==> src/rtl/pmcas_pkg.sv <==
`default_nettype none

package pmcas_pkg;

    // Mesh geometry
    localparam int MESH_MAX   = 32;
    localparam int COORD_W    = $clog2(MESH_MAX);
    localparam int MSIZE_W    = 6;
    localparam int MESH_DEPTH = 2 * MESH_MAX * MESH_MAX * MESH_MAX;
    localparam int MESH_AW    = $clog2(MESH_DEPTH);
    localparam int SUM_W      = 48;

    // Assignment order
    localparam int MAX_ORDER  = 4;
    localparam int ORD_W      = 3;
    localparam int OIDX_W     = 2;

    // Weight table
    localparam int INTERP_HALF_BINS = 1024;
    localparam int TAB_ROWS   = 2 * INTERP_HALF_BINS + 1;
    localparam int TAB_COLS   = 4;
    localparam int TAB_DEPTH  = TAB_ROWS * TAB_COLS;
    localparam int TAB_AW     = $clog2(TAB_DEPTH);
    localparam int ROW_W      = $clog2(2 * INTERP_HALF_BINS);
    localparam int WT_W       = 24;

    // Locate arithmetic
    localparam int NMP_W      = 26;
    localparam int REM_W      = MSIZE_W;
    localparam int MCNT_W     = $clog2(NMP_W);
    localparam int T_W        = 41;
    localparam int LO_W       = 20;

    // Input kinds
    localparam logic [1:0] KIND_LOAD = 2'd0;
    localparam logic [1:0] KIND_PART = 2'd1;
    localparam logic [1:0] KIND_READ = 2'd2;

    // Register indexes
    localparam logic [1:0] CFG_MESH_SIZE = 2'd0;
    localparam logic [1:0] CFG_ORDER     = 2'd1;
    localparam logic [1:0] CFG_INV_SPACE = 2'd2;
    localparam logic [1:0] CFG_INTERLACE = 2'd3;

    typedef logic [COORD_W-1:0]       coord_t;
    typedef logic signed [NMP_W-1:0]  nmp_t;

endpackage

`default_nettype wire

==> src/rtl/pmcas_mod.sv <==
`default_nettype none

module pmcas_mod import pmcas_pkg::*; (
    input  wire logic               clk,
    input  wire logic               rst_n,
    input  wire logic               start,
    input  wire logic [MSIZE_W-1:0] modulus,
    input  wire nmp_t [2:0]         value,
    output logic                    done,
    output coord_t [2:0]            base
);

    logic [NMP_W-1:0]  mag_reg [3];
    logic              neg_reg [3];
    logic [REM_W-1:0]  rem_reg [3];
    logic [REM_W-1:0]  rem_next [3];
    logic [REM_W-1:0]  trial [3];
    logic [REM_W-1:0]  diff [3];
    logic [MCNT_W-1:0] cnt_reg;
    logic              busy_reg;
    logic              done_reg;

    // One remainder bit per cycle for each axis
    always_comb
    begin
        for (int i = 0; i < 3; i++)
        begin
            trial[i]    = {rem_reg[i][REM_W-2:0], mag_reg[i][NMP_W-1]};
            rem_next[i] = (trial[i] >= modulus) ? REM_W'(trial[i] - modulus) : trial[i];
            diff[i]     = REM_W'(modulus - rem_reg[i]);
            base[i]     = (neg_reg[i] && rem_reg[i] != '0) ? diff[i][COORD_W-1:0]
                                                            : rem_reg[i][COORD_W-1:0];
        end
    end

    // Control
    always_ff @(posedge clk or negedge rst_n)
    begin
        if (!rst_n)
        begin
            busy_reg <= 1'b0;
            done_reg <= 1'b0;
            cnt_reg  <= '0;
        end
        else
        begin
            done_reg <= 1'b0;
            if (start)
            begin
                busy_reg <= 1'b1;
                cnt_reg  <= MCNT_W'(NMP_W - 1);
            end
            else if (busy_reg)
            begin
                if (cnt_reg == '0)
                begin
                    busy_reg <= 1'b0;
                    done_reg <= 1'b1;
                end
                else
                begin
                    cnt_reg <= cnt_reg - 1'b1;
                end
            end
        end
    end

    // Magnitude shift and remainder
    always_ff @(posedge clk)
    begin
        for (int i = 0; i < 3; i++)
        begin
            if (start)
            begin
                neg_reg[i] <= value[i][NMP_W-1];
                mag_reg[i] <= value[i][NMP_W-1] ? NMP_W'(-value[i]) : NMP_W'(value[i]);
                rem_reg[i] <= '0;
            end
            else if (busy_reg)
            begin
                mag_reg[i] <= {mag_reg[i][NMP_W-2:0], 1'b0};
                rem_reg[i] <= rem_next[i];
            end
        end
    end

    assign done = done_reg;

endmodule

`default_nettype wire

==> config.mk <==
export PLATFORM = sky130hd
export DESIGN_NAME = pmcas_mod
export DESIGN_NICKNAME = d
export VERILOG_FILES = /design/src/rtl/pmcas_pkg.sv /design/src/rtl/pmcas_mod.sv
export SDC_FILE = /design/constraint.sdc
export NUM_CORES = 1
export LEC_CHECK = 0
export ABC_AREA = 0
export BUFFER_PORTS_ARGS = -buffer_cell sky130_fd_sc_hd__buf_2
export CELL_PAD_IN_SITES_DETAIL_PLACEMENT = 1
export CELL_PAD_IN_SITES_GLOBAL_PLACEMENT = 2
export CORE_MARGIN = 10
export CORE_UTILIZATION = 40
export DETAILED_ROUTE_END_ITERATION = 8
export GPL_TIMING_DRIVEN = 0
export MAX_ROUTING_LAYER = met4
export PLACE_DENSITY = 0.95
export SLEW_MARGIN = 20
export SYNTH_ARGS = -nofsm -noshare
export SYNTH_HDL_FRONTEND = slang
export SYNTH_SLANG_ARGS = --single-unit
==> constraint.sdc <==
create_clock -name clk -period 6.15 [get_ports clk]
set_clock_uncertainty 0.2 [all_clocks]
set_input_delay 0.615 -clock clk [delete_from_list [all_inputs] [get_ports clk]]
set_output_delay 0.615 -clock clk [all_outputs]
set_load 0.05 [all_outputs]
==> flow_summary.ini <==
[critical_path]
critPathArrivalTime_ns = 2.60
cp_max_fo = 4
cp-start-kind = primary input
cp.required_ns = 5.33
cp-end-kind = output port
cp-startpoint = modulus[0]
path_class = in2out
r2r_start = mag_reg[2][25]$_DFFE_PP_
ff2ff_path_depth = 8

[detailed_routing]
drc = 0
drt.antenna.violating_nets = 0
drt-initial-drc-count = 417
routed_wl_microns = 20700
vias = 6158
first_pass_iters = 5
wl_per_cell_microns = 18.9
viasPerCell = 5.63

[sta]
period_share = 0.555
min_period_ns = 3.41
hold_ws_ns = 0.290
setup_viol = 0
maxClockFrequency_mhz = 293
fin_tns_setup_ns = 0
rsz0062_at_grt = false
slew_violations = 0
tightest_slew_ns = 0.873
setup_ws_ns = 2.74
slew_headroom = 0.415
final-hold-violation-count = 0

[floorplan]
die-area_sq_um = 24200
initial_core_util = 0.408
coreArea_sq_um = 18000
io_pins = 103
chipWidth_microns = 156
placementRows = 49
fp.dieH_microns = 156

[synth]
ys.warnings.count = 0
synth_cells = 740
synth_area_leaders = edfxtp_1 (40%), xor2_1 (6.0%), ha_1 (5.8%)
synth_top_cell_by_area = edfxtp_1
synth.distinct_cells = 52
synth-main-ff-cell = edfxtp_1
synth_top_area_frac = 0.400
synth-async-reset-ratio = 0.0660
yosys_register_bits = 106
ys_seq_area_frac = 0.427
synth_edf_count = 98
synth_nets = 867
syn-mean-instance-area_sq_um = 9.94
synth_area_sq_um = 7350

[layout]
final_common_cell = buf_2
area_growth_pct = 15.1
largest_register_ffs = 78
final_core_util = 0.470
num-nets-final = 982
final_cell_mix = buf_2 (102), edfxtp_1 (98), nand2_1 (77), o21ai_0 (61), nor2_1 (56)
drive_gt1_frac = 0.162

[place]
place_congestion = 0.835
dpl.hpwl_microns = 15700
io_buffer_count = 102
dp_slack_ns = 2.73

[power]
leakagePower_uw = 0.00336
power_density_nw_per_um2 = 240
finalPower_uw = 2030
ir_worst_vdd_mv = 0.135

[clock_tree]
cts_setup_buffers = 0
cts_tree = yes
clkSinkCount = 106
clockRootBuffer = clkbuf_16
cts.repair.resized = 0
holdBufCountCts = 1
cts_buffer_depth = 2
cts-htree-levels = 3
cts_buffers = 9
insertion_delay_ns = 0.36
clk_transition_reported_paths_ns = 0.07

[flow_run]
maxCapViolCount = 0

[global_route]
grt-ovfl-total = 0
grt_pass1_vias = 6502
antenna_found_initial = 4
grt_usage = 0.175
grt_pass1_wl_microns = 33600
grt_max_degree = 50

[hold_path]
holdPathStages = 1
hp-class = reg2reg
hold_start = cnt_reg[4]$_DFFE_PN0P_

[run_status]
status = finished clean
-- metrics by stage --
| step | cells | instance area, sq um |
|---|---|---|
| global route | 1093 | 8460 |
| detailed placement | 1072 | 8180 |
| global placement | 1071 | 8150 |
| finish | 1093 | 8460 |
| floorplan | 740 | 7350 |
| CTS | 1089 | 8450 |
-- cell families after synthesis --
family	after synthesis	synth area share
and+or+nand+nor	223	0.150
adders and majority gates	40	0.0742
xor gates and xnor gates	93	0.111
muxes	15	0.0211
DFF	106	0.427
buffers and inverters	63	0.0322
AOI/OAI and AO/OA	200	0.185
-- power breakdown --
group / total (uW) / leakage, uW / internal, uW / switching [uW]
clock network: 539 / 0.000124 / 270 / 270
registers: 920 / 0.00118 / 880 / 39.5
logic: 569 / 0.00206 / 218 / 351
total: 2030 / 0.00336 / 1370 / 660
-- metal layers --
metal / global-route usage / vias up / part of all wire
li1: - / 2972 / -
met1: 0.215 / 3052 / 0.45
met2: 0.285 / 117 / 0.49
met3: 0.0380 / 17 / 0.044
met4: 0.0468 / 0 / 0.012
met5: - / - / 0
-- cells in the mapped netlist, drive strengths merged, types with 16 or more instances --
cell	number
edfxtp	98
nand2	77
o21ai	62
nor2	56
xor2	50
xnor2	43
inv	36
a21oi	34
ha	34
o31ai	25
a22o	24
clkbuf	23
o41ai	16
-- layout make-up --
| class | count | area (sq um) |
|---|---|---|
| Fill cell | 2138 | 9560 |
| Multi-Input combinational cell | 571 | 3980 |
| Sequential cell | 106 | 3140 |
| Timing Repair Buffer | 104 | 548 |
| Tap cell | 229 | 287 |
| Clock buffer | 9 | 225 |
| Inverter | 36 | 135 |
| Buffer | 27 | 101 |
| Clock inverter | 7 | 36.3 |
| Antenna cell | 4 | 10.0 |
-- path summary, 6_finish.rpt --
check                      slack (ns)                          end
hold reg to reg                  0.29       cnt_reg[4]$_DFFE_PN0P_
setup reg to reg                 3.26  rem_reg[2][3]$_SDFFCE_PN0P_
max in group asynchronous        5.19       cnt_reg[0]$_DFFE_PN0P_
setup / recovery                 2.74                      base[4]
hold / removal                   0.29       cnt_reg[4]$_DFFE_PN0P_
min in group asynchronous        0.41       cnt_reg[2]$_DFFE_PN0P_
-- worst max-delay path, cell delays in order --
cell     delay [ns]
buf_2          0.15
inv_1          0.13
ha_1           0.16
inv_1          0.06
fa_1           0.40
a21o_1         0.19
a21oi_1        0.18
xnor2_1        0.09
nand2_1        0.08
mux2_2         0.33
buf_2          0.21
(Power assumes the default switching activity.)
