`src/rtl/pmcas_ram.sv`:
```
`default_nettype none

module pmcas_ram #(
    parameter int WIDTH = 8,
    parameter int DEPTH = 16
) (
    input  wire logic                     clk,
    input  wire logic                     we,
    input  wire logic [$clog2(DEPTH)-1:0] waddr,
    input  wire logic [WIDTH-1:0]         wdata,
    input  wire logic                     re,
    input  wire logic [$clog2(DEPTH)-1:0] raddr,
    output logic      [WIDTH-1:0]         rdata
);

    logic [WIDTH-1:0] mem_reg [DEPTH];
    logic [WIDTH-1:0] rdata_reg;

    // Write port and registered read port
    always_ff @(posedge clk)
    begin
        if (we)
        begin
            mem_reg[waddr] <= wdata;
        end
        if (re)
        begin
            rdata_reg <= mem_reg[raddr];
        end
    end

    assign rdata = rdata_reg;

endmodule

`default_nettype wire

```
`config.mk`:
```
export PLATFORM = sky130hd
export DESIGN_NAME = pmcas_ram
export DESIGN_NICKNAME = d
export VERILOG_FILES = /design/src/rtl/pmcas_ram.sv
export SDC_FILE = /design/constraint.sdc
export NUM_CORES = 1
export LEC_CHECK = 0
export ABC_AREA = 1
export BUFFER_PORTS_ARGS = -buffer_cell sky130_fd_sc_hd__clkbuf_2
export CAP_MARGIN = 20
export CORE_MARGIN = 2
export CORE_UTILIZATION = 65
export CTS_CLUSTER_DIAMETER = 150
export CTS_CLUSTER_SIZE = 14
export DETAILED_ROUTE_END_ITERATION = 16
export HOLD_SLACK_MARGIN = 0.08
export PLACE_DENSITY = 0.84
export SLEW_MARGIN = 20
export SYNTH_ARGS = -nofsm -noshare
export SYNTH_HDL_FRONTEND = slang
export SYNTH_SLANG_ARGS = --single-unit
export TNS_END_PERCENT = 100
```
`constraint.sdc`:
```
create_clock -name clk -period 2.1 [get_ports clk]
set_clock_uncertainty 0.1 [all_clocks]
set_input_delay 0.42 -clock clk [delete_from_list [all_inputs] [get_ports clk]]
set_output_delay 0.42 -clock clk [all_outputs]
set_load 0.01 [all_outputs]
```
==> flow_summary.ini, run 1 <==
[drt]
first_iter_violations = 452
wire_per_inst_um = 18.1
num_vias = 4053
viasPerCell = 5.68
totalWireLength_mm = 12.9
drtAntennaViolNets = 0
drcViolationCount = 0
drt_first_pass_iters = 10

[hold_path]
min-delay-start = re
whs_path_depth = 1
min_to = rdata[2]$_DFFE_PP_
hp-class = in2reg

[setup_path]
rr_worst_depth = 6
worstPathMaxFanout = 1
rr_endpoint = rdata[3]$_DFFE_PP_
start_kind = flip-flop
end_kind = primary output
crit_required_ns = 1.58
slowest_stage = edfxtp_1
worst-setup-path-type = reg2out
cpPeakStageDelay_ns = 0.41
reg2reg_setup_slack_ns = 0.81
crit_family = flip-flops
arrival_ns = 1.07
crit_buf_inv = 1
path_cells = clkbuf_2
timing.rr.start = mem_reg[5][3]$_DFFE_PP_

[timing]
period_minus_slack_ns = 1.59
finalMaxSlewViolations = 0
hold_viol = 0
rsz0062_at_grt = no
fin_crit_sh = 0.758
finalSetupViolCount = 0
fmax_mhz = 628
relSlewSlack = 0.592
tightest_slew_ns = 0.611
final.setup.tns_ns = 0

[job]
cap_violations = 0

[clock_network]
htree_levels = 4
cts_setup_buffers = 0
clkLatencyLatePin_ns = 0.51
cts_tree = yes
path_clk_slew_ns = 0.06
numCtsBuffers = 17
cts.hold.buffers_added = 0
cts_sinks = 136
post_cts_resize_count = 0
clockBufferDepth = 2
cts-root-buf = clkbuf_8

[placement]
port_buffers = 26
hpwl_mm = 7.73
place.gp.congestion = 0.895

[synthesis]
synthFlopType = edfxtp_1
synth-edff-count = 136
async_reset_ff_frac = 0
ys_seq_area_frac = 0.698
syn_area_um2 = 5850
yosysWarningCount = 0
postSynthAreaPerCell_um2 = 10.6
synth_top_area_cell = edfxtp_1
yosysMostFrequentCell = nand2_1
synthTopCellsByCount = nand2_1, edfxtp_1, inv_1
netlist-cell-type-count = 11
synth.area.top_cells = edfxtp_1, nand2_1, nand3_1
synthesis.nets = 570
yosysTopAreaCellShare = 0.698
syn_inst = 551
yosys_register_bits = 136

[finish]
drive_gt1_frac = 0.127
largest_register_ffs = 128
finish.utilization = 0.770
syn2layout_area_growth_pct = 14.8
diodes = 0
nets = 612

[global_routing]
grt_usage = 0.279
grt_max_degree = 65
grt_first_pass_wirelength_mm = 19.9
grt_overflow_total = 0
antenna_found_initial = 0
grt_pass1_vias = 3846

[floorplanning]
std_cell_rows = 34
core_um2 = 8720
die_x_um = 98.8
initial_core_util = 0.670
pin_count = 27
fp.dieH_um = 98.8
dieArea_um2 = 9770

[run_status]
outcome = complete, no violations

[power_and_ir_drop]
peakVddDrop_mv = 0.578
power_density_nw_per_um2 = 939
leakagePower_nw = 2.94
-- final cells by class --
type / count / area, um^2
Clock buffer: 17 / 414
Inverter: 102 / 383
Fill cell: 515 / 2010
Multi-Input combinational cell: 289 / 1210
Clock inverter: 14 / 158
Tap cell: 108 / 135
Timing Repair Buffer: 47 / 325
Sequential cell: 136 / 4080
-- placed cells by master, fill, tap and decap left out --
cell type and n:
buf_12 3, buf_4 18, bufinv_16 3, clkbuf_16 16, clkbuf_2 26, clkbuf_8 1, clkinv_1 3, clkinv_2 3
clkinv_4 2, clkinvlp_4 2, edfxtp_1 136, inv_1 100, inv_2 2, inv_6 1, nand2_1 173, nand3_1 97
nand3b_1 2, nor2_1 17
-- kinds of logic (layout without fill, tap and decap cells) --
logic type	after synthesis	after routing	synth area share
simple gates	289	289	0.208
buf+inv	126	180	0.0939
flops	136	136	0.698
-- worst register-to-register path: stages (launching register included) --
cell	delay, ns
edfxtp_1	0.35
inv_1	0.06
nand2_1	0.06
nand3_1	0.12
nand3_1	0.11
nand3_1	0.18
nand2_1	0.07
-- report_power, final --
| part | internal, mW | switching [mW] |
|---|---|---|
| clock | 1.79 | 1.06 |
| sequential | 3.06 | 0.0176 |
| combinational | 0.110 | 0.270 |
| total | 4.96 | 1.35 |
-- layer usage --
metal	wire length (um)	track usage	vias to the layer above
met3	1360	0.0695	44
li1	-	-	1863
met1	4780	0.367	1892
met5	0	0	-
met4	471	0.123	0
met2	6300	0.448	254
-- worst max path at each step --
stage          cells past startpoint          startpoint                       end  slack (ns)
6_report                           1  rdata[7]$_DFFE_PP_                  rdata[7]        0.51
3_5_place_dp                       8            raddr[0]        rdata[2]$_DFFE_PP_        0.25
3_3_place_gp                       8            raddr[0]        rdata[2]$_DFFE_PP_        0.29
4_1_cts                            1  rdata[0]$_DFFE_PP_                  rdata[0]        0.50
5_1_grt                            1  rdata[0]$_DFFE_PP_                  rdata[0]        0.48
2_1_floorplan                      2            waddr[2]  mem_reg[10][0]$_DFFE_PP_        0.63
-- metrics by stage --
stage | cells | hold WS [ns] | setup WS [ns] | area [um^2] | power (mW)
detailed placement | 682 | 0.631 | 0.255 | 6140 | 3.50
CTS | 713 | 0.207 | 0.500 | 6710 | 6.31
floorplan | 551 | 0.419 | 0.629 | 5850 | 3.35
global route | 713 | 0.202 | 0.475 | 6710 | 6.48
finish | 713 | 0.220 | 0.508 | 6710 | 6.30
global placement | 682 | 0.611 | 0.286 | 6140 | 3.48
Power figures use the tool's default switching activity.
==> run 2, diff against run 1 <==
- CORE_UTILIZATION: 65 -> 55
- PLACE_DENSITY: 0.84 -> 0.75
- clock period: 2.1 -> 1.3 ns (I/O delays scaled with it)
==> run 2 against run 1 <==
Net effect:
- the flow now finishes with violations (setup timing)
- sequential power is 61% higher
- flip-flop and latch count stayed put
- routed wire length is 0.76% lower
- critical path type unchanged
- critical endpoint is now rdata[3]
==> flow_summary.ini, run 2 (same netlist as run 1, synthesis figures left out) <==
[setup_path]
rr_endpoint = rdata[7]$_DFFE_PP_
cpPeakStageDelay_ns = 0.43
crit_buf_inv = 1
reg2reg_setup_slack_ns = 0.05
start_kind = flip-flop
worstPathMaxFanout = 1
timing.rr.start = mem_reg[1][7]$_DFFE_PP_
crit_family = flip-flops
path_cells = clkbuf_2
slowest_stage = edfxtp_1
crit_required_ns = 0.94
arrival_ns = 1.10
end_kind = primary output
rr_worst_depth = 6
worst-setup-path-type = reg2out

[floorplanning]
std_cell_rows = 37
core_um2 = 10300
initial_core_util = 0.566
die_x_um = 107
fp.dieH_um = 107
pin_count = 27
dieArea_um2 = 11500

[timing]
finalWorstSetupSlack_ns = -0.162
period_minus_slack_ns = 1.46
hold_viol = 0
tightest_slew_ns = 0.455
fin_crit_sh = 1.12
final.setup.tns_ns = -0.831
rsz0062_at_grt = yes
finalSetupViolCount = 8
finalMaxSlewViolations = 0
relSlewSlack = 0.696
fin_hold_ws_ns = 0.133
fmax_mhz = 684

[finish]
diodes = 0
syn2layout_area_growth_pct = 16.7
final_cells = 749
drive_gt1_frac = 0.144
final_common_cell = nand2_1
mostFrequentLayoutCells = nand2_1, edfxtp_1, inv_1
fillers = 798
nets = 622
largest_register_ffs = 128

[drt]
wire_per_inst_um = 17.1
viasPerCell = 5.28
drt_first_pass_iters = 5
drtAntennaViolNets = 0
drcViolationCount = 0
totalWireLength_mm = 12.8
num_vias = 3956
first_iter_violations = 292

[clock_network]
clockBufferDepth = 2
cts_tree = yes
numCtsBuffers = 17
path_clk_slew_ns = 0.06
clkLatencyLatePin_ns = 0.52
cts_setup_buffers = 0
cts-root-buf = clkbuf_8
htree_levels = 4
cts_sinks = 136

[job]
cap_violations = 0

[placement]
pre_cts_slack_ns = -0.273
place.gp.congestion = 0.898
port_buffers = 26
place_inst = 719
hpwl_mm = 8.33

[power_and_ir_drop]
leakagePower_nw = 2.98
peakVddDrop_mv = 0.859
power_density_nw_per_um2 = 1430

[run_status]
outcome = complete, but fails checks
failed_checks = setup timing

[global_routing]
grt_usage = 0.242
grt_max_degree = 33
antenna_found_initial = 0
grt_pass1_vias = 3846
grt_overflow_total = 0
grt_first_pass_wirelength_mm = 19.9

[hold_path]
whs_path_depth = 1
min_to = mem_reg[1][5]$_DFFE_PP_
hp-class = in2reg
min-delay-start = wdata[5]
-- run 2: power by group --
group | switching [mW] | internal [mW] | leakage [nW]
Clock | 1.64 | 2.46 | 0.245
Sequential | 0.0294 | 4.94 | 1.24
Combinational | 0.439 | 0.216 | 1.50
-- run 2: how the worst max path moves through the flow --
stage / from / end / cells after the start
3_5_place_dp: raddr[0] / rdata[4]$_DFFE_PP_ / 8
2_1_floorplan: waddr[3] / mem_reg[4][0]$_DFFE_PP_ / 2
6_report: rdata[3]$_DFFE_PP_ / rdata[3] / 1
4_1_cts: rdata[3]$_DFFE_PP_ / rdata[3] / 1
5_1_grt: rdata[3]$_DFFE_PP_ / rdata[3] / 1
3_3_place_gp: raddr[0] / rdata[4]$_DFFE_PP_ / 8
-- run 2: timing repair --
action	4_1_cts	5_1_grt
endpoints found under the setup margin	8	10
gates cloned	0	0
gates resized for setup	0	3
hold buffers	1	0
endpoints found under the hold margin	8	0
-- run 2: per-stage QoR --
step | util | total power [mW] | area (um^2)
global route | 0.661 | 10.0 | 6820
detailed placement | 0.610 | 5.71 | 6290
CTS | 0.659 | 9.78 | 6810
global placement | 0.610 | 5.69 | 6290
floorplan | - | 5.41 | 5850
finish | 0.661 | 9.73 | 6820
-- run 2: layout make-up --
cell class              instances  area (um^2)  share of cell area
inverters                     102          383              0.0561
flip-flops and latches        136         4080               0.599
multi-input cells             289         1230               0.180
clock inverters                11         86.3              0.0127
well taps                     136          170              0.0249
repair buffers                 57          453              0.0664
clock buffers                  18          418              0.0613
-- run 2: metal layers --
metal | wire length, um | track usage | vias up
met1 | 5420 | 0.323 | 1883
met2 | 6200 | 0.382 | 169
li1 | - | - | 1882
met3 | 925 | 0.0632 | 22
met4 | 259 | 0.0946 | 0
met5 | 0 | 0 | -
